==> src/rtl/scfp_pkg.sv <==
`timescale 1ns / 1ps
package scfp_pkg;

  // result kinds
  typedef enum logic [2:0] {
    KIND_PAYLOAD = 3'd0,
    KIND_COMMIT  = 3'd1,
    KIND_ABORT   = 3'd2,
    KIND_REPLY   = 3'd3,
    KIND_POWER   = 3'd4
  } kind_e;

  // configuration register indexes
  localparam logic [2:0] CFG_DELIMITER = 3'd0;
  localparam logic [2:0] CFG_CODE_TX   = 3'd1;
  localparam logic [2:0] CFG_CODE_GET  = 3'd2;
  localparam logic [2:0] CFG_CODE_SET  = 3'd3;
  localparam logic [2:0] CFG_CODE_RET  = 3'd4;
  localparam logic [2:0] CFG_PARA      = 3'd5;
  localparam logic [2:0] CFG_OWN_ADDR  = 3'd6;

  localparam int unsigned CFG_IDX_W  = 3;
  localparam int unsigned CFG_DATA_W = 24;

  // configuration reset values
  localparam logic [7:0]  RST_DELIMITER = 8'h7e;
  localparam logic [7:0]  RST_CODE_TX   = 8'h01;
  localparam logic [7:0]  RST_CODE_GET  = 8'h02;
  localparam logic [7:0]  RST_CODE_SET  = 8'h03;
  localparam logic [7:0]  RST_CODE_RET  = 8'h04;
  localparam logic [23:0] RST_PARA      = 24'h030201;
  localparam logic [15:0] RST_OWN_ADDR  = 16'h0000;

  localparam logic [7:0] GOOD_SUM     = 8'hff;
  localparam logic [7:0] REPLY_LEN    = 8'd4;
  // type and destination overhead counted in the length of a data frame
  localparam logic [7:0] DATA_HDR_LEN = 8'd3;

  // reply run layout
  localparam int unsigned REPLY_BYTES = 7;
  localparam int unsigned REPLY_CNT_W = $clog2(REPLY_BYTES);
  localparam logic [REPLY_CNT_W-1:0] RB_DELIM = REPLY_CNT_W'(0);
  localparam logic [REPLY_CNT_W-1:0] RB_LEN   = REPLY_CNT_W'(1);
  localparam logic [REPLY_CNT_W-1:0] RB_RET   = REPLY_CNT_W'(2);
  localparam logic [REPLY_CNT_W-1:0] RB_SEL   = REPLY_CNT_W'(3);
  localparam logic [REPLY_CNT_W-1:0] RB_LO    = REPLY_CNT_W'(4);
  localparam logic [REPLY_CNT_W-1:0] RB_HI    = REPLY_CNT_W'(5);
  localparam logic [REPLY_CNT_W-1:0] RB_CK    = REPLY_CNT_W'(REPLY_BYTES - 1);

  typedef struct packed {
    logic [7:0] delim;
    logic [7:0] ret;
    logic [7:0] sel;
    logic [7:0] lo;
    logic [7:0] hi;
    logic [7:0] ck;
  } reply_t;

  // what one accepted item hands to the output side
  typedef struct packed {
    logic        emit;
    logic        reply;
    kind_e       kind;
    logic [7:0]  data;
    logic [15:0] dest;
    reply_t      rep;
  } desc_t;

endpackage

==> src/rtl/scfp_parser.sv <==
`timescale 1ns / 1ps
module scfp_parser (
  input  logic                            clk_i,
  input  logic                            rst_ni,
  input  logic                            cfg_we_i,
  input  logic [scfp_pkg::CFG_IDX_W-1:0]  cfg_index_i,
  input  logic [scfp_pkg::CFG_DATA_W-1:0] cfg_data_i,
  input  logic                            step_i,
  input  logic [7:0]                      rx_byte_i,
  input  logic                            queue_full_i,
  input  logic [7:0]                      link_rssi_i,
  output scfp_pkg::desc_t                 desc_o
);
  import scfp_pkg::*;

  localparam logic [3:0] PH_HUNT = 4'd0;
  localparam logic [3:0] PH_LEN  = 4'd1;
  localparam logic [3:0] PH_TYPE = 4'd2;
  localparam logic [3:0] PH_DLO  = 4'd3;
  localparam logic [3:0] PH_DHI  = 4'd4;
  localparam logic [3:0] PH_PAY  = 4'd5;
  localparam logic [3:0] PH_DCK  = 4'd6;
  localparam logic [3:0] PH_SKIP = 4'd7;
  localparam logic [3:0] PH_GSEL = 4'd8;
  localparam logic [3:0] PH_GLO  = 4'd9;
  localparam logic [3:0] PH_GHI  = 4'd10;
  localparam logic [3:0] PH_GCK  = 4'd11;
  localparam logic [3:0] PH_SSEL = 4'd12;
  localparam logic [3:0] PH_SLO  = 4'd13;
  localparam logic [3:0] PH_SHI  = 4'd14;
  localparam logic [3:0] PH_SCK  = 4'd15;

  logic [7:0]  delim_q, code_tx_q, code_get_q, code_set_q, code_ret_q;
  logic [23:0] para_q;
  logic [15:0] own_addr_q;

  logic [3:0]  phase_q, phase_d;
  logic [7:0]  frame_len_q, frame_len_d;
  logic [7:0]  left_q, left_d;
  logic [7:0]  sum_q, sum_d;
  logic [15:0] dest_q, dest_d;
  logic [7:0]  sel_q, sel_d;
  logic [7:0]  value_lo_q, value_lo_d;
  logic [7:0]  tx_power_q, tx_power_d;

  logic [7:0] sum_add;
  logic [7:0] c_tx, c_addr, c_rssi;
  logic [7:0] rep_lo, rep_hi, rep_ck;
  logic [7:0] len_left;

  assign c_tx     = para_q[7:0];
  assign c_addr   = para_q[15:8];
  assign c_rssi   = para_q[23:16];
  assign sum_add  = sum_q + rx_byte_i;
  assign len_left = frame_len_q - DATA_HDR_LEN;

  // parameter value for a query, tx power first in a code clash
  always_comb begin
    rep_lo = 8'h00;
    rep_hi = 8'h00;
    priority if (sel_q == c_tx) begin
      rep_lo = tx_power_q;
    end else if (sel_q == c_addr) begin
      rep_lo = own_addr_q[7:0];
      rep_hi = own_addr_q[15:8];
    end else if (sel_q == c_rssi) begin
      rep_lo = link_rssi_i;
    end else begin
      // unknown parameter reads as zero
      rep_lo = 8'h00;
      rep_hi = 8'h00;
    end
  end

  assign rep_ck = GOOD_SUM - REPLY_LEN - code_ret_q - sel_q - rep_lo - rep_hi;

  always_comb begin
    phase_d     = phase_q;
    frame_len_d = frame_len_q;
    left_d      = left_q;
    sum_d       = sum_q;
    dest_d      = dest_q;
    sel_d       = sel_q;
    value_lo_d  = value_lo_q;
    tx_power_d  = tx_power_q;
    desc_o       = '0;
    desc_o.kind  = KIND_PAYLOAD;
    desc_o.rep   = '{delim: delim_q, ret: code_ret_q, sel: sel_q,
                     lo: rep_lo, hi: rep_hi, ck: rep_ck};
    if (step_i) begin
      unique case (phase_q)
        PH_HUNT: begin
          if (rx_byte_i == delim_q) phase_d = PH_LEN;
        end
        PH_LEN: begin
          // zero length drops the frame
          if (rx_byte_i == 8'h00) begin
            phase_d = PH_HUNT;
          end else begin
            frame_len_d = rx_byte_i;
            sum_d       = rx_byte_i;
            phase_d     = PH_TYPE;
          end
        end
        PH_TYPE: begin
          sum_d = sum_add;
          priority if (rx_byte_i == code_tx_q) begin
            phase_d = (frame_len_q < DATA_HDR_LEN) ? PH_HUNT : PH_DLO;
          end else if (rx_byte_i == code_get_q) begin
            phase_d = PH_GSEL;
          end else if (rx_byte_i == code_set_q) begin
            phase_d = PH_SSEL;
          end else begin
            phase_d = PH_HUNT;
          end
        end
        PH_DLO: begin
          sum_d   = sum_add;
          dest_d  = {8'h00, rx_byte_i};
          phase_d = PH_DHI;
        end
        PH_DHI: begin
          sum_d  = sum_add;
          dest_d = {rx_byte_i, dest_q[7:0]};
          left_d = len_left;
          priority if (queue_full_i) begin
            phase_d = PH_SKIP;
          end else if (len_left == 8'h00) begin
            phase_d = PH_DCK;
          end else begin
            phase_d = PH_PAY;
          end
        end
        PH_PAY: begin
          sum_d       = sum_add;
          desc_o.emit = 1'b1;
          desc_o.kind = KIND_PAYLOAD;
          desc_o.data = rx_byte_i;
          desc_o.dest = dest_q;
          left_d      = left_q - 8'd1;
          if (left_q == 8'd1) phase_d = PH_DCK;
        end
        PH_DCK: begin
          sum_d       = sum_add;
          desc_o.emit = 1'b1;
          desc_o.kind = (sum_add == GOOD_SUM) ? KIND_COMMIT : KIND_ABORT;
          desc_o.dest = dest_q;
          phase_d     = PH_HUNT;
        end
        PH_SKIP: begin
          // payload and checksum pass silently
          if (left_q == 8'h00) begin
            phase_d = PH_HUNT;
          end else begin
            left_d = left_q - 8'd1;
          end
        end
        PH_GSEL: begin
          sum_d   = sum_add;
          sel_d   = rx_byte_i;
          phase_d = PH_GLO;
        end
        PH_SSEL: begin
          sum_d   = sum_add;
          sel_d   = rx_byte_i;
          phase_d = PH_SLO;
        end
        PH_GLO: begin
          sum_d      = sum_add;
          value_lo_d = rx_byte_i;
          phase_d    = PH_GHI;
        end
        PH_SLO: begin
          sum_d      = sum_add;
          value_lo_d = rx_byte_i;
          phase_d    = PH_SHI;
        end
        PH_GHI: begin
          sum_d   = sum_add;
          phase_d = PH_GCK;
        end
        PH_SHI: begin
          sum_d   = sum_add;
          phase_d = PH_SCK;
        end
        PH_GCK: begin
          sum_d = sum_add;
          if (sum_add == GOOD_SUM) begin
            desc_o.emit  = 1'b1;
            desc_o.reply = 1'b1;
            desc_o.kind  = KIND_REPLY;
          end
          phase_d = PH_HUNT;
        end
        PH_SCK: begin
          sum_d = sum_add;
          if (sum_add == GOOD_SUM && sel_q == c_tx) begin
            tx_power_d  = value_lo_q;
            desc_o.emit = 1'b1;
            desc_o.kind = KIND_POWER;
            desc_o.data = value_lo_q;
          end
          phase_d = PH_HUNT;
        end
        default: phase_d = PH_HUNT;
      endcase
    end
  end

  always_ff @(posedge clk_i or negedge rst_ni) begin
    if (!rst_ni) begin
      phase_q     <= PH_HUNT;
      frame_len_q <= 8'h00;
      left_q      <= 8'h00;
      sum_q       <= 8'h00;
      dest_q      <= 16'h0000;
      sel_q       <= 8'h00;
      value_lo_q  <= 8'h00;
      tx_power_q  <= 8'h00;
    end else begin
      phase_q     <= phase_d;
      frame_len_q <= frame_len_d;
      left_q      <= left_d;
      sum_q       <= sum_d;
      dest_q      <= dest_d;
      sel_q       <= sel_d;
      value_lo_q  <= value_lo_d;
      tx_power_q  <= tx_power_d;
    end
  end

  always_ff @(posedge clk_i or negedge rst_ni) begin
    if (!rst_ni) begin
      delim_q    <= RST_DELIMITER;
      code_tx_q  <= RST_CODE_TX;
      code_get_q <= RST_CODE_GET;
      code_set_q <= RST_CODE_SET;
      code_ret_q <= RST_CODE_RET;
      para_q     <= RST_PARA;
      own_addr_q <= RST_OWN_ADDR;
    end else if (cfg_we_i) begin
      unique case (cfg_index_i)
        CFG_DELIMITER: delim_q    <= cfg_data_i[7:0];
        CFG_CODE_TX:   code_tx_q  <= cfg_data_i[7:0];
        CFG_CODE_GET:  code_get_q <= cfg_data_i[7:0];
        CFG_CODE_SET:  code_set_q <= cfg_data_i[7:0];
        CFG_CODE_RET:  code_ret_q <= cfg_data_i[7:0];
        CFG_PARA:      para_q     <= cfg_data_i;
        CFG_OWN_ADDR:  own_addr_q <= cfg_data_i[15:0];
        default: ;
      endcase
    end
  end

endmodule

==> src/rtl/scfp_emitter.sv <==
`timescale 1ns / 1ps
module scfp_emitter (
  input  logic            clk_i,
  input  logic            rst_ni,
  input  logic            load_i,
  input  scfp_pkg::desc_t desc_i,
  output logic            can_load_o,
  output logic            out_valid_o,
  input  logic            out_ready_i,
  output logic [2:0]      out_kind_o,
  output logic [7:0]      out_byte_o,
  output logic [15:0]     dest_addr_o,
  output logic            last_o
);
  import scfp_pkg::*;

  logic                   valid_q;
  logic                   reply_q;
  logic [REPLY_CNT_W-1:0] cnt_q;
  kind_e                  kind_q;
  logic [7:0]             data_q;
  logic [15:0]            dest_q;
  reply_t                 rep_q;

  logic take;
  logic run_done;

  assign take       = valid_q & out_ready_i;
  assign run_done   = !reply_q || (cnt_q == RB_CK);
  assign can_load_o = !valid_q || (out_ready_i && run_done);

  always_ff @(posedge clk_i or negedge rst_ni) begin
    if (!rst_ni) begin
      valid_q <= 1'b0;
      reply_q <= 1'b0;
      cnt_q   <= '0;
    end else if (load_i) begin
      valid_q <= 1'b1;
      reply_q <= desc_i.reply;
      cnt_q   <= '0;
    end else if (take) begin
      if (run_done) begin
        valid_q <= 1'b0;
      end else begin
        cnt_q <= cnt_q + REPLY_CNT_W'(1);
      end
    end
  end

  always_ff @(posedge clk_i) begin
    if (load_i) begin
      kind_q <= desc_i.kind;
      data_q <= desc_i.data;
      dest_q <= desc_i.dest;
      rep_q  <= desc_i.rep;
    end
  end

  always_comb begin
    out_byte_o = data_q;
    if (reply_q) begin
      unique case (cnt_q)
        RB_DELIM: out_byte_o = rep_q.delim;
        RB_LEN:   out_byte_o = REPLY_LEN;
        RB_RET:   out_byte_o = rep_q.ret;
        RB_SEL:   out_byte_o = rep_q.sel;
        RB_LO:    out_byte_o = rep_q.lo;
        RB_HI:    out_byte_o = rep_q.hi;
        RB_CK:    out_byte_o = rep_q.ck;
        default:  out_byte_o = 8'h00;
      endcase
    end
  end

  assign out_valid_o = valid_q;
  assign out_kind_o  = kind_q;
  assign dest_addr_o = dest_q;
  assign last_o      = reply_q && (cnt_q == RB_CK);

endmodule

==> src/rtl/serial_command_frame_parser_unit.sv <==
`timescale 1ns / 1ps
// channel   direction  handshake              payload
// in        input      in_valid_i/in_ready_o   rx_byte_i, queue_full_i, link_rssi_i
// out       output     out_valid_o/out_ready_i out_kind_o, out_byte_o, dest_addr_o, last_o
// cfg       input      cfg_we_i                cfg_index_i, cfg_data_i
//
// one received byte is taken per cycle while in_ready_o is high, advancing the frame state
// an item causing one result shows it on the output register the next cycle
// a good parameter query gives a seven byte reply run; input is held off until the
//   last reply byte is taken
// a result waiting on a stalled output holds input off; the input is taken again in
//   the cycle the last pending result leaves
// rst_ni clears the frame state and the output valid flag and sets the registers to their defaults
module serial_command_frame_parser_unit (
  input  logic                            clk_i,
  input  logic                            rst_ni,
  // receive byte stream
  input  logic                            in_valid_i,
  output logic                            in_ready_o,
  input  logic [7:0]                      rx_byte_i,
  input  logic                            queue_full_i,
  input  logic [7:0]                      link_rssi_i,
  // result stream
  output logic                            out_valid_o,
  input  logic                            out_ready_i,
  output logic [2:0]                      out_kind_o,
  output logic [7:0]                      out_byte_o,
  output logic [15:0]                     dest_addr_o,
  output logic                            last_o,
  // register writes
  input  logic                            cfg_we_i,
  input  logic [scfp_pkg::CFG_IDX_W-1:0]  cfg_index_i,
  input  logic [scfp_pkg::CFG_DATA_W-1:0] cfg_data_i
);
  import scfp_pkg::*;

  logic  step;
  logic  can_load;
  desc_t desc;

  // a byte is parsed only when the output side can take what it causes
  assign in_ready_o = can_load;
  assign step       = in_valid_i & can_load;

  // frame state machine and register file
  scfp_parser u_parser (
    .clk_i        (clk_i),
    .rst_ni       (rst_ni),
    .cfg_we_i     (cfg_we_i),
    .cfg_index_i  (cfg_index_i),
    .cfg_data_i   (cfg_data_i),
    .step_i       (step),
    .rx_byte_i    (rx_byte_i),
    .queue_full_i (queue_full_i),
    .link_rssi_i  (link_rssi_i),
    .desc_o       (desc)
  );

  // result register with reply run sequencer
  scfp_emitter u_emitter (
    .clk_i       (clk_i),
    .rst_ni      (rst_ni),
    .load_i      (step & desc.emit),
    .desc_i      (desc),
    .can_load_o  (can_load),
    .out_valid_o (out_valid_o),
    .out_ready_i (out_ready_i),
    .out_kind_o  (out_kind_o),
    .out_byte_o  (out_byte_o),
    .dest_addr_o (dest_addr_o),
    .last_o      (last_o)
  );

endmodule

==> config.mk <==
export PLATFORM = sky130hd
export DESIGN_NAME = serial_command_frame_parser_unit
export DESIGN_NICKNAME = d
export VERILOG_FILES = /design/src/rtl/scfp_pkg.sv /design/src/rtl/scfp_parser.sv /design/src/rtl/scfp_emitter.sv /design/src/rtl/serial_command_frame_parser_unit.sv
export SDC_FILE = /design/constraint.sdc
export NUM_CORES = 1
export LEC_CHECK = 0
export ABC_AREA = 0
export ABC_CLOCK_PERIOD_IN_PS = 6050
export BUFFER_PORTS_ARGS = -buffer_cell sky130_fd_sc_hd__buf_2
export CORE_ASPECT_RATIO = 0.7
export CORE_MARGIN = 1.5
export CORE_UTILIZATION = 60
export CTS_CLUSTER_SIZE = 30
export DETAILED_ROUTE_END_ITERATION = 6
export PLACE_DENSITY = 0.79
export SLEW_MARGIN = 30
export SYNTH_ARGS = -nofsm -noshare
export SYNTH_HDL_FRONTEND = slang
export SYNTH_SLANG_ARGS = --single-unit
==> constraint.sdc <==
create_clock -name clk_i -period 6.05 [get_ports clk_i]
set_input_delay 0 -clock clk_i [delete_from_list [all_inputs] [get_ports clk_i]]
set_output_delay 0 -clock clk_i [all_outputs]
set_load 0.02 [all_outputs]
==> results.md, run 1 <==
* Unrepaired setup endpoints after global routing: false
* Max cap viols at 0
* Hold buffers post-CTS at 36
* Core Box Area at 18,920 sq um
* CP required at 6.30 ns
* Gate power share at 0.316
* Number of enable flip-flop cells after synthesis at 75
* Area used by multi-input combinational logic at 5076 sq um
* Setup CP Type: flop to flop
* Vias at 8,009
* Setup TNS at 0 ns
* Die area at 20,160 sq um
* Max-slew violations at 0
* Routed WL at 28.35 mm
* Cell Pwr Density at 414.5 nW/um^2
* Post-synth top flop: dfrtp_1
* Register bit total from synthesis at 228
* Number of global-route vias before repair at 7,837
* Pre-antenna DRT Iters at 6
* CP Capture Type: flop
* Synth warnings at 0
* Slew margin rel. at 0.4115
* Routability Congestion at 0.9022
* Netlist cell types at 71
* Routed Antenna Nets at 0
* Post-synthesis sequential area ratio at 0.5266
* Die width at between 150 and 200 um
* Postcts setup bufs at 0
* Critical-path cell list: xor2_1 -> nor4_1 -> nand2_1 -> nor2_1 -> a22o_1 -> mux2i_1 -> fa_1 -> inv_1 -> fa_1 -> inv_1 -> ha_1 -> inv_1 -> fa_1 -> nor2b_1 -> nor3_1 -> o21bai_1 -> a21oi_1 -> xnor3_1 -> xor2_1
* Fin crit share at 0.8164
* Fill count at 1,327
* I/O Buffers at 78
* Worst-path clk slew at 0.06 ns
* Sw Ratio at 0.3371
* Largest net degree at the start of global routing at 90
* Total grt overflow at 0
* Crit path largest cell delay at 0.56 ns
* Net switching power at about 1.9 mW
* Remaining DRCs at 0
* CTS buffer count at 23
* Async SR Flop Fraction at 0.6711
* Rows at 42
* Nets@finish at 1,153
* Final Hold Viols at 0
* CTS H-tree lvls at 1
* Syn-to-layout area delta at 14.96%
* CP max-delay cell: fa_1
* Nature of the critical path startpoint: flop
* Initial core utilization at 0.6122
* First-pass GRT wire length at 44.57 mm
* Worst Max-Slew Pin Slew at 0.8828 ns
* Worst Skew at 0.01567 ns
* CP top delay family: adder cells
* Maximum clock rate at between 200 and 250 MHz
* Initial antenna violation count at 0
* CTS tree: done
* CP Max Fanout at 7
* WL/cell at roughly 22 um
* Sink Count at 228
* CTS Buffer Depth at 3
* # diodes at 0
* Share of layout cells above drive strength 1 at 0.2549
* Data arrival time of the worst path at between 5 and 6 ns
* Syn_area_per_cell at between 10 and 15 sq um
* Root Buffer: clkbuf_16
* Final setup vio count at 0
* WHS at 0.02543 ns
* Sequential power share at 0.414
* Worst-Skew Late Latency at 0.51 ns
* IR drop worst, VDD at 0.0003013 V
* Vias per inst at between 6 and 7
* Leak at 5.822 nW
* Status: completed
* Io pins at 79
* 1st-iter DRT viols at 814
* Post_cts resized at 0
* Minimum clock period at around 4.9 ns
* Die Y-Extent at 119.2 um
* Syn_nets at 1,051
* CP bufs+invs at 3
* Storage cell area at 6100 sq um
* Mapped Cells at approximately 960
* Global router's overall resource usage at 0.2924
* Mapped Area at about 12,000 sq um
* Internal power at 3.659 mW
* Clock power share at 0.270
* HP Class: input pin to flop
* Dpl hpwl at 19.41 mm
[registers in the layout (all words and copies together), names as in the netlist, 16 cells and up]
register / cells
u_parser.para_q: 24
u_emitter.rep_q: 48
u_emitter.dest_addr_o: 16
u_parser.own_addr_q: 16
u_parser.dest_q: 16
[Yosys cell counts (all sizes together) (4+ instances only)]
| cell | instances | share of area |
|---|---|---|
| o21a | 8 | 0.0052 |
| a22o | 26 | 0.020 |
| and2 | 18 | 0.0097 |
| a31oi | 4 | 0.0022 |
| fa | 14 | 0.024 |
| clkbuf | 24 | 0.0078 |
| o21ai | 36 | 0.016 |
| nor2 | 29 | 0.0096 |
| dfstp | 15 | 0.034 |
| nor3b | 5 | 0.0041 |
| dfrtp | 138 | 0.30 |
| nand4 | 14 | 0.0081 |
| mux2 | 114 | 0.11 |
| xnor2 | 35 | 0.026 |
| nor3 | 15 | 0.0069 |
| a221oi | 6 | 0.0051 |
| a21oi | 31 | 0.014 |
| o22ai | 10 | 0.0054 |
| and3 | 13 | 0.0070 |
| nand2 | 72 | 0.024 |
| ha | 31 | 0.033 |
| xor2 | 40 | 0.030 |
| nand3 | 9 | 0.0039 |
| a22oi | 6 | 0.0039 |
| a21o | 5 | 0.0032 |
| a211oi | 5 | 0.0032 |
| nor4 | 10 | 0.0065 |
| buf | 19 | 0.0089 |
| mux2i | 12 | 0.010 |
| a222oi | 7 | 0.0060 |
| nor2b | 5 | 0.0027 |
| edfxtp | 75 | 0.19 |
| inv | 62 | 0.020 |
[cell usage in the layout (no fill, tap or decap), types with 9 or more instances in the layout]
| cell type | n |
|---|---|
| mux2_2 | 113 |
| o21ai_0 | 36 |
| o22ai_1 | 10 |
| xnor2_1 | 35 |
| dlygate4sd3_1 | 36 |
| ha_1 | 31 |
| edfxtp_1 | 75 |
| mux2i_1 | 12 |
| nor2_1 | 28 |
| and3_1 | 13 |
| buf_2 | 77 |
| nor3_1 | 12 |
| clkbuf_16 | 24 |
| a22o_1 | 26 |
| inv_1 | 61 |
| dfstp_2 | 15 |
| and2_1 | 18 |
| nand4_1 | 13 |
| dfrtp_1 | 138 |
| nand3_1 | 9 |
| fa_1 | 14 |
| nand2_1 | 71 |
| a21oi_1 | 29 |
| xor2_1 | 40 |
[layer usage]
metal | share of wire | track usage | vias to the layer above
met4 | 0.020 | 0.06195 | 0
met5 | 0 | 0 | -
met1 | 0.46 | 0.4579 | 3945
met3 | 0.10 | 0.08308 | 51
li1 | - | - | 3670
met2 | 0.42 | 0.4039 | 343
[power groups by stage]
stage | logic [mW] | registers, mW | clock network, mW
global route | 1.95 | 2.32 | 1.57
detailed placement | 1.69 | 2.30 | 0
finish | 1.74 | 2.29 | 1.49
CTS | 1.72 | 2.28 | 1.51
global placement | 1.64 | 2.29 | 0
floorplan | 1.35 | 2.19 | 0
[stage by stage]
step / setup WS, ns / std cells / cell area (sq um) / total power, mW / utilization
floorplan: 1.656 / 957 / 11580 / 3.539 / -
global placement: 1.293 / 1239 / 12130 / 3.927 / 0.6413
finish: 1.111 / 1317 / 13320 / 5.520 / 0.7038
detailed placement: 1.165 / 1239 / 12140 / 3.996 / 0.6417
global route: 0.8208 / 1317 / 13320 / 5.843 / 0.7038
CTS: 1.171 / 1316 / 13300 / 5.511 / 0.7032
[cell families after synthesis]
| logic type | synth area share |
|---|---|
| buffers and inverters | 0.03673 |
| muxes | 0.1215 |
| xor gates and xnor gates | 0.05866 |
| and+or+nand+nor | 0.09452 |
| DFF | 0.5266 |
| adders and majority gates | 0.05769 |
| AOI/OAI and AO/OA | 0.1042 |
[cell type report]
class,instances,area share
flip-flops and latches,228,0.4581
multi-input cells,624,0.3812
repair buffers,120,0.06023
clock buffers,30,0.04905
inverters,62,0.01748
well taps,242,0.02274
clock inverters,11,0.01118
[tightest hold or removal path: stages]
cell and delay (ns):
buf_2 0.10, and3_1 0.18, xnor2_1 0.15, a211oi_1 0.05
[worst paths after layout]
path	startpoint	end	slack (ns)	cells past startpoint
max	u_parser.sel_q[2]$_DFFE_PN0P_	u_emitter.rep_q[7]$_DFFE_PP_	1.11	19
min	out_ready_i	u_emitter.cnt_q[0]$_DFFE_PN0P_	0.03	4
max reg2reg	u_parser.sel_q[2]$_DFFE_PN0P_	u_emitter.rep_q[7]$_DFFE_PP_	1.11	19
min reg2reg	u_parser.dest_q[3]$_DFFE_PN0P_	u_parser.dest_q[3]$_DFFE_PN0P_	0.47	2
max in group asynchronous	rst_ni	u_parser.para_q[1]$_DFFE_PN0P_	4.55	3
min in group asynchronous	rst_ni	u_parser.dest_q[7]$_DFFE_PN0P_	0.14	2
Power figures use the tool's default switching activity.
==> run 2, diff against run 1 <==
Settings changed: ABC_AREA 0 to 1, ABC_CLOCK_PERIOD_IN_PS 6050 to 4600.
Clock period 6.05 ns to 4.6 ns, I/O delays scaled along.
==> run 2 against run 1 <==
  * Wire length increased by 6.2%
  * Non-clock buffer count grew 4
  * Setup slack got worse by 0.71 ns
  * Maximum frequency is 17% higher
  * Combinational power rose by 59%
  * Clock power grew 28%
  * Hold slack better by 0.023 ns
  * Cell count is 28% higher
  * Global-route usage increased by 1.4 points
  * Sequential cell count is the same
  * Synthesized cell count rose by 36%
  * Critical endpoint unchanged
  * Critical path type unchanged
==> results.md, run 2 <==
* Status: completed
* Io pins at 79 (unchanged)
* Synth top area cells: dfrtp_1 30%, edfxtp_1 19%, nand2_1 9.8%
* CP max-delay cell: fa_1
* Post-Synth Adder-Cell Area at 0.05716 (-0.0005249)
* Pre-antenna DRT Iters at 6 (unchanged)
* Syn_nets at 1,396 (+33%)
* Routed WL at 30.09 mm (+6.2%)
* Post-synth top cells: 306 x nand2_1, 159 x inv_1, 138 x dfrtp_1
* Root Buffer: clkbuf_16
* Maximum clock rate at 237.9 MHz (+17%)
* IR drop worst, VDD at 0.0004066 V (+35%)
* Final Hold Viols at 0 (unchanged)
* Synth warnings at 0 (unchanged)
* Dpl hpwl at 21.48 mm (+11%)
* Post-synthesis sequential area ratio at 0.5218 (-0.004792)
* GRT Max-Usage Layer: met1
* CTS buffer count at 22 (-4.3%)
* WL/cell at 17.78 um (-17%)
* Largest Register: u_emitter.rep_q
* Netlist cell types at 48 (-32%)
* Async SR Flop Fraction at 0.6711 (unchanged)
* Syn-to-layout area delta at 15.23%
* Core Box Area at 18,970 sq um (+0.28%)
* Register bit total from synthesis at 228 (unchanged)
* CP top delay family: adder cells
* Met1 usage at 0.4895 (+0.03164)
* Met3 Use GR at 0.07850 (-0.004588)
* Most frequent cell after synthesis: nand2_1
* Max-slew violations at 0 (unchanged)
* Top cell type by total area after synthesis: dfrtp_1
* Mapped Area at 11,690 sq um (+0.92%)
* Die width at 169.8 um (+0.45%)
* Post-synthesis compound-gate area fraction at 0.1064 (+0.002156)
* XOR/XNOR Fraction of Synth Area at 0.04271 (-0.01595)
* Largest family of logic cells by synthesized area: simple AND/OR/NAND/NOR gates
* Max cap viols at 0 (unchanged)
* Vias per inst at 5.571 (-8.4%)
* Most frequent cells in the layout: 305 x nand2_1, 159 x inv_1, 138 x dfrtp_1
* Data arrival time of the worst path at 4.48 ns (-0.71 ns)
* Worst-case reg-to-reg path depth at 21 (+2)
* Die Y-Extent at 119.8 um (+0.44%)
* Critical-path cell list: xnor2_1 -> nand2_1 -> nor2_1 -> nand2_1 -> inv_1 -> nand2_1 -> nand3_1 -> o21ai_0 -> fa_1 -> inv_1 -> fa_1 -> fa_1 -> inv_1 -> nand4_1 -> nand3_1 -> xor2_1 -> nor2_1 -> nor2_1 -> inv_1 -> nand2_1 -> nand2_1
* R2R Path Start: u_parser.para_q[9]$_DFFE_PN1P_
* Largest registers: u_emitter.rep_q (48), u_parser.para_q (24)
* Leak at 6.262 nW (+7.5%)
* Top cell type's share of synthesized area at 0.2954 (-0.002713)
* Initial core utilization at 0.6161 (+0.003910)
* Nature of the critical path startpoint: flop
* Total grt overflow at 0 (unchanged)
* Post-synth top flop: dfrtp_1
* Mux contribution to synthesized area at 0.003854 (-0.1177)
* Global router's overall resource usage at 0.3062 (+0.01387)
* Mapped Cells at 1,302 (+36%)
* Register-to-register setup slack at 0.40 ns (-0.71 ns)
* Vias at 9,426 (+18%)
* Fin crit share at 0.9138 (+0.09743)
* 1st-iter DRT viols at 903 (+11%)
* Synth Area in Simple Gates at 0.1970 (+0.1024)
* Remaining DRCs at 0 (unchanged)
* Setup TNS at 0 ns (unchanged)
* Crit Reg-Reg Endpoint: u_emitter.rep_q[7]$_DFFE_PP_
* CTS H-tree lvls at 1 (unchanged)
* Worst Setup EP: u_emitter.rep_q[7]$_DFFE_PP_
* Crit path largest cell delay at 0.57 ns (about the same)
* Setup CP Type: flop to flop
* Max FFs per register at 48 (unchanged)
* # diodes at 0 (unchanged)
* Postcts setup bufs at 0 (unchanged)
* Rows at 42 (unchanged)
* CP required at 4.88 ns (-1.42 ns)
* Syn_area_per_cell at 8.978 sq um (-26%)
* Slew margin rel. at 0.4262 (+0.01469)
* CP dominant cell by count: nand2_1
* CTS tree: done
* Number of global-route vias before repair at 8,633 (+10%)
* Hold_sp: link_rssi_i[5]
* Largest net degree at the start of global routing at 111 (+23%)
* Worst Skew at 0.01165 ns (-0.004025 ns)
* Worst setup startpoint: u_parser.para_q[9]$_DFFE_PN1P_
* Worst Max-Slew Pin Slew at 0.8607 ns (-0.02203 ns)
* Leading cell type in the layout, fill and taps excluded: nand2_1
* Worst-Skew Late Latency at 0.51 ns (about the same)
* CP Max Fanout at 8 (+1)
* Design area at 13,470 sq um (+1.2%)
* Routed Antenna Nets at 0 (unchanged)
* CP bufs+invs at 4 (+1)
* First-pass GRT wire length at 47.28 mm (+6.1%)
* Cell Pwr Density at 563.6 nW/um^2 (+36%)
* Die area at 20,340 sq um (+0.90%)
* Minimum clock period at 4.203 ns (-0.7356 ns)
* Sink Count at 228 (unchanged)
* Worst-path clk slew at 0.07 ns (about the same)
* I/O Buffers at 78 (unchanged)
* HP Class: input pin to flop
* Crit path depth at 21 (+2)
* Post-DP Area at 12,320 sq um (+1.5%)
* Routability Congestion at 0.9399 (+4.2%)
* Nets@finish at 1,506 (+31%)
* Met2 usage at 0.4175 (+0.01359)
* Initial antenna violation count at 0 (unchanged)
* Number of enable flip-flop cells after synthesis at 75 (unchanged)
* Final setup vio count at 0 (unchanged)
* Share of layout cells above drive strength 1 at 0.1324 (-0.1225)
* Unrepaired setup endpoints after global routing: false
* CTS Buffer Depth at 3 (unchanged)
* CP Capture Type: flop
==> run 2: area by class of cell <==
type	instances	area, sq um
repair buffers	124	850.8
well taps	264	330.3
multi-input cells	864	4772
fillers	1384	5502
clock inverters	9	130.1
inverters	172	650.6
clock buffers	31	635.6
flip-flops and latches	228	6100
==> run 2: repair_timing <==
action,4_1_cts,5_1_grt
resized for setup,0,2
hold endpoints to repair,199,0
endpoints found under the setup margin,0,2
hold buffers,37,0
==> run 2: worst register-to-register path, delay by kind of cell (launching register included) <==
kind	cells	cell delay, ns
adder cells (fa/ha/maj)	3	1.47
AND/OR/NAND/NOR	11	1.09
flip-flops	1	0.54
buffers and inverters	4	0.43
XOR/XNOR	2	0.27
AO/OA/AOI/OAI	1	0.19
==> run 2: worst min-delay path by stage <==
stage	cells past startpoint	to
after floorplan	0	u_emitter.cnt_q[0]$_DFFE_PN0P_
after global placement	1	u_parser.dest_q[7]$_DFFE_PN0P_
after detailed placement	1	u_parser.dest_q[7]$_DFFE_PN0P_
after CTS	3	u_emitter.rep_q[21]$_DFFE_PP_
after global routing	3	u_emitter.rep_q[21]$_DFFE_PP_
final	3	u_emitter.rep_q[21]$_DFFE_PP_
==> run 2: logic make-up (layout without fill, tap and decap cells) <==
| family | Yosys count | after routing |
|---|---|---|
| xor+xnor | 57 | 57 |
| compound gates | 224 | 224 |
| mux | 4 | 4 |
| fa+ha+maj | 45 | 45 |
| buf+inv | 210 | 336 |
| simple gates | 534 | 534 |
| flops | 228 | 228 |
==> run 2: where the power goes <==
group	internal, mW	switching, mW
clock	1.14	0.771
sequential	2.58	0.329
combinational	1.06	1.71
==> run 2: routing by layer <==
metal / wire, um / up-vias
li1: - / 4480
met1: 13910 / 4428
met2: 12050 / 468
met3: 3558 / 50
met4: 565 / 0
met5: 0 / -
==> run 2: stage by stage <==
stage	util	total power, mW	worst slack, ns	instances	hold slack [ns]
after detailed placement	0.6497	5.627	0.3268	1615	0.1231
after global placement	0.6495	5.538	0.4862	1615	0.2150
after CTS	0.7095	7.562	0.3390	1692	0.02108
after global routing	0.7100	8.122	0.03977	1692	0.06067
final	0.7100	7.591	0.3965	1692	0.04817
after floorplan	-	4.925	0.6230	1302	-0.2956
==> run 3, diff against run 2 <==
Settings changed: CORE_UTILIZATION 60 to 61, PLACE_DENSITY 0.79 to 0.8.
==> run 3 against run 2 <==
  * The flow now finishes with violations (design-rule violations)
  * Critical path type unchanged
  * Setup slack got worse by 0.066 ns
  * Count of clock-buffer cells in the layout is 2 higher
  * Total power decreased by 0.47%
  * Die area fell by 1.6%
  * Largest cell class unchanged
  * First-iteration DRC count rose by 33%
==> results.md, run 3 (same netlist as run 2, synthesis figures left out) <==
* Status: finished with violations
* Violations in the final reports: design-rule violations
* Area used by multi-input combinational logic at 4771 sq um (about the same)
* Worst-path clk slew at 0.06 ns (about the same)
* Vias at 9,634 (+2.2%)
* Maximum clock rate at 234.2 MHz (-1.5%)
* Pre-antenna DRT Iters at 7 (+1)
* Die Y-Extent at 118.8 um (-0.80%)
* 1st-iter DRT viols at 1,203 (+33%)
* Final Hold Viols at 0 (unchanged)
* Share of layout cells above drive strength 1 at 0.1347 (+0.002330)
* Nets@finish at 1,510 (+0.27%)
* Initial antenna violation count at 0 (unchanged)
* Max-slew violations at 0 (unchanged)
* CTS Buffer Depth at 3 (unchanged)
* Minimum clock period at 4.269 ns (+0.06553 ns)
* Max cap viols at 0 (unchanged)
* CTS H-tree lvls at 1 (unchanged)
* I/O Buffers at 78 (unchanged)
* Total grt overflow at 0 (unchanged)
* Setup CP Type: flop to flop
* Storage cell area at 6101 sq um (about the same)
* Largest registers: u_emitter.rep_q (48), u_parser.para_q (24)
* Io pins at 79 (unchanged)
* Data arrival time of the worst path at 4.54 ns (+0.06 ns)
* Critical-path cell list: inv_1 -> nand2_1 -> nand4_1 -> nor2_1 -> and2_1 -> nand2_1 -> nand2_1 -> a22oi_2 -> fa_1 -> inv_1 -> fa_1 -> inv_1 -> ha_1 -> inv_1 -> fa_1 -> inv_1 -> nand4_1 -> nand3_1 -> xor2_1 -> nor2_1 -> nor2_1 -> inv_1 -> nand2_1 -> nand2_1
* CP Max Fanout at 8 (unchanged)
* Power, Total at 7.555 mW (-0.47%)
* CTS buffer count at 23 (+4.5%)
* Worst Skew at 0.01884 ns (+0.007190 ns)
* Leak at 6.256 nW (about the same)
* Worst-Skew Late Latency at 0.52 ns (about the same)
* CP top delay family: adder cells
* Die area at 20,010 sq um (-1.6%)
* Die width at 168.5 um (-0.81%)
* First-pass GRT wire length at 49.12 mm (+3.9%)
* Final core occ at 0.7128 (+0.002824)
* Most frequent cells in the layout: 305 x nand2_1, 159 x inv_1, 137 x dfrtp_1
* Global router's overall resource usage at 0.3212 (+0.01498)
* Initial core utilization at 0.6213 (+0.005163)
* Crit path largest cell delay at 0.56 ns (about the same)
* HP Class: input pin to flop
* Nature of the critical path startpoint: flop
* Leading cell type in the layout, fill and taps excluded: nand2_1
* CTS tree: done
* Root Buffer: clkbuf_16
* CP Capture Type: flop
* Sink Count at 228 (unchanged)
* Setup TNS at 0 ns (unchanged)
* Final setup vio count at 0 (unchanged)
* Rows at 42 (unchanged)
* Cell Pwr Density at 563.4 nW/um^2 (about the same)
* Largest net degree at the start of global routing at 64 (-42%)
* Remaining DRCs at 2 (+2)
* Slew margin rel. at 0.4984 (+0.07218)
* # diodes at 0 (unchanged)
* Worst Max-Slew Pin Slew at 0.7497 ns (-0.1110 ns)
* CP dominant cell by count: inv_1
* Routed Antenna Nets at 0 (unchanged)
* Max FFs per register at 48 (unchanged)
* Routability Congestion at 1.018 (+8.3%)
* Dpl hpwl at 22.06 mm (+2.7%)
* Unrepaired setup endpoints after global routing: false
* Largest Register: u_emitter.rep_q
* Syn-to-layout area delta at 14.73%
* Routed WL at 31.37 mm (+4.3%)
* CP max-delay cell: fa_1
* CP bufs+invs at 6 (+2)
* Core Box Area at 18,810 sq um (-0.83%)
* Number of global-route vias before repair at 9,046 (+4.8%)
* Postcts setup bufs at 0 (unchanged)
* IR drop worst, VDD at 0.0003126 V (-23%)
* Vias per inst at 5.752 (+3.2%)
* Fill count at 1,418 (+2.5%)
* CP required at 4.88 ns (about the same)
* Fin crit share at 0.9280 (+0.01425)
* WL/cell at 18.73 um (+5.3%)
==> run 3: tightest hold or removal path, cell delays in order <==
cell and delay (ns):
buf_2 0.10, nand3_1 0.09, a31oi_1 0.15
==> run 3: timing repair <==
item / CTS / global route
endpoints found under the hold margin: 185 / 0
hold buffers: 36 / 0
setup endpoints to repair: 0 / 1
gates resized for setup: 0 / 2
==> run 3: power breakdown <==
part           total, mW  leakage [nW]  switching [mW]  internal, mW
combinational       2.81          3.30            1.75          1.06
sequential          2.92          2.60           0.340          2.58
clock               1.82         0.354           0.798          1.03
total               7.56          6.26            2.88          4.67
==> run 3: metal layers <==
| metal | global-route usage | share of wire |
|---|---|---|
| met5 | 0 | 0 |
| met4 | 0.09096 | 0.029 |
| met3 | 0.1037 | 0.12 |
| met2 | 0.4510 | 0.41 |
| met1 | 0.4794 | 0.44 |
==> run 3: layout make-up <==
cell class	instances	share of cell area
clock inverter	9	0.006065
multi-input combinational	864	0.3558
tap	242	0.02258
clock buffer	33	0.04749
inverter	172	0.04852
timing repair buffer	127	0.06466
sequential	228	0.4549
==> run 3: final timing paths <==
path                       slack (ns)                           startpoint  cells past startpoint                             endpoint
setup / recovery                 0.33      u_parser.para_q[17]$_DFFE_PN1P_                     24         u_emitter.rep_q[7]$_DFFE_PP_
hold / removal                   0.02                       link_rssi_i[5]                      3        u_emitter.rep_q[21]$_DFFE_PP_
setup reg to reg                 0.33      u_parser.para_q[17]$_DFFE_PN1P_                     24         u_emitter.rep_q[7]$_DFFE_PP_
hold reg to reg                  0.49  u_parser.own_addr_q[14]$_DFFE_PN0P_                      2  u_parser.own_addr_q[14]$_DFFE_PN0P_
max in group asynchronous        3.43                               rst_ni                      3        u_parser.sel_q[6]$_DFFE_PN0P_
min in group asynchronous        0.04                               rst_ni                      2       u_parser.dest_q[7]$_DFFE_PN0P_
==> run 3: per-stage QoR <==
stage,cells,worst slack [ns],hold WS (ns),area [sq um]
3_3_place_gp,1596,0.4785,0.1927,12300
5_1_grt,1675,0.01697,0.04344,13410
4_1_cts,1675,0.3128,0.006937,13400
3_5_place_dp,1597,0.2978,0.04491,12320
6_report,1675,0.3310,0.02333,13410
2_1_floorplan,1302,0.6230,-0.2956,11690
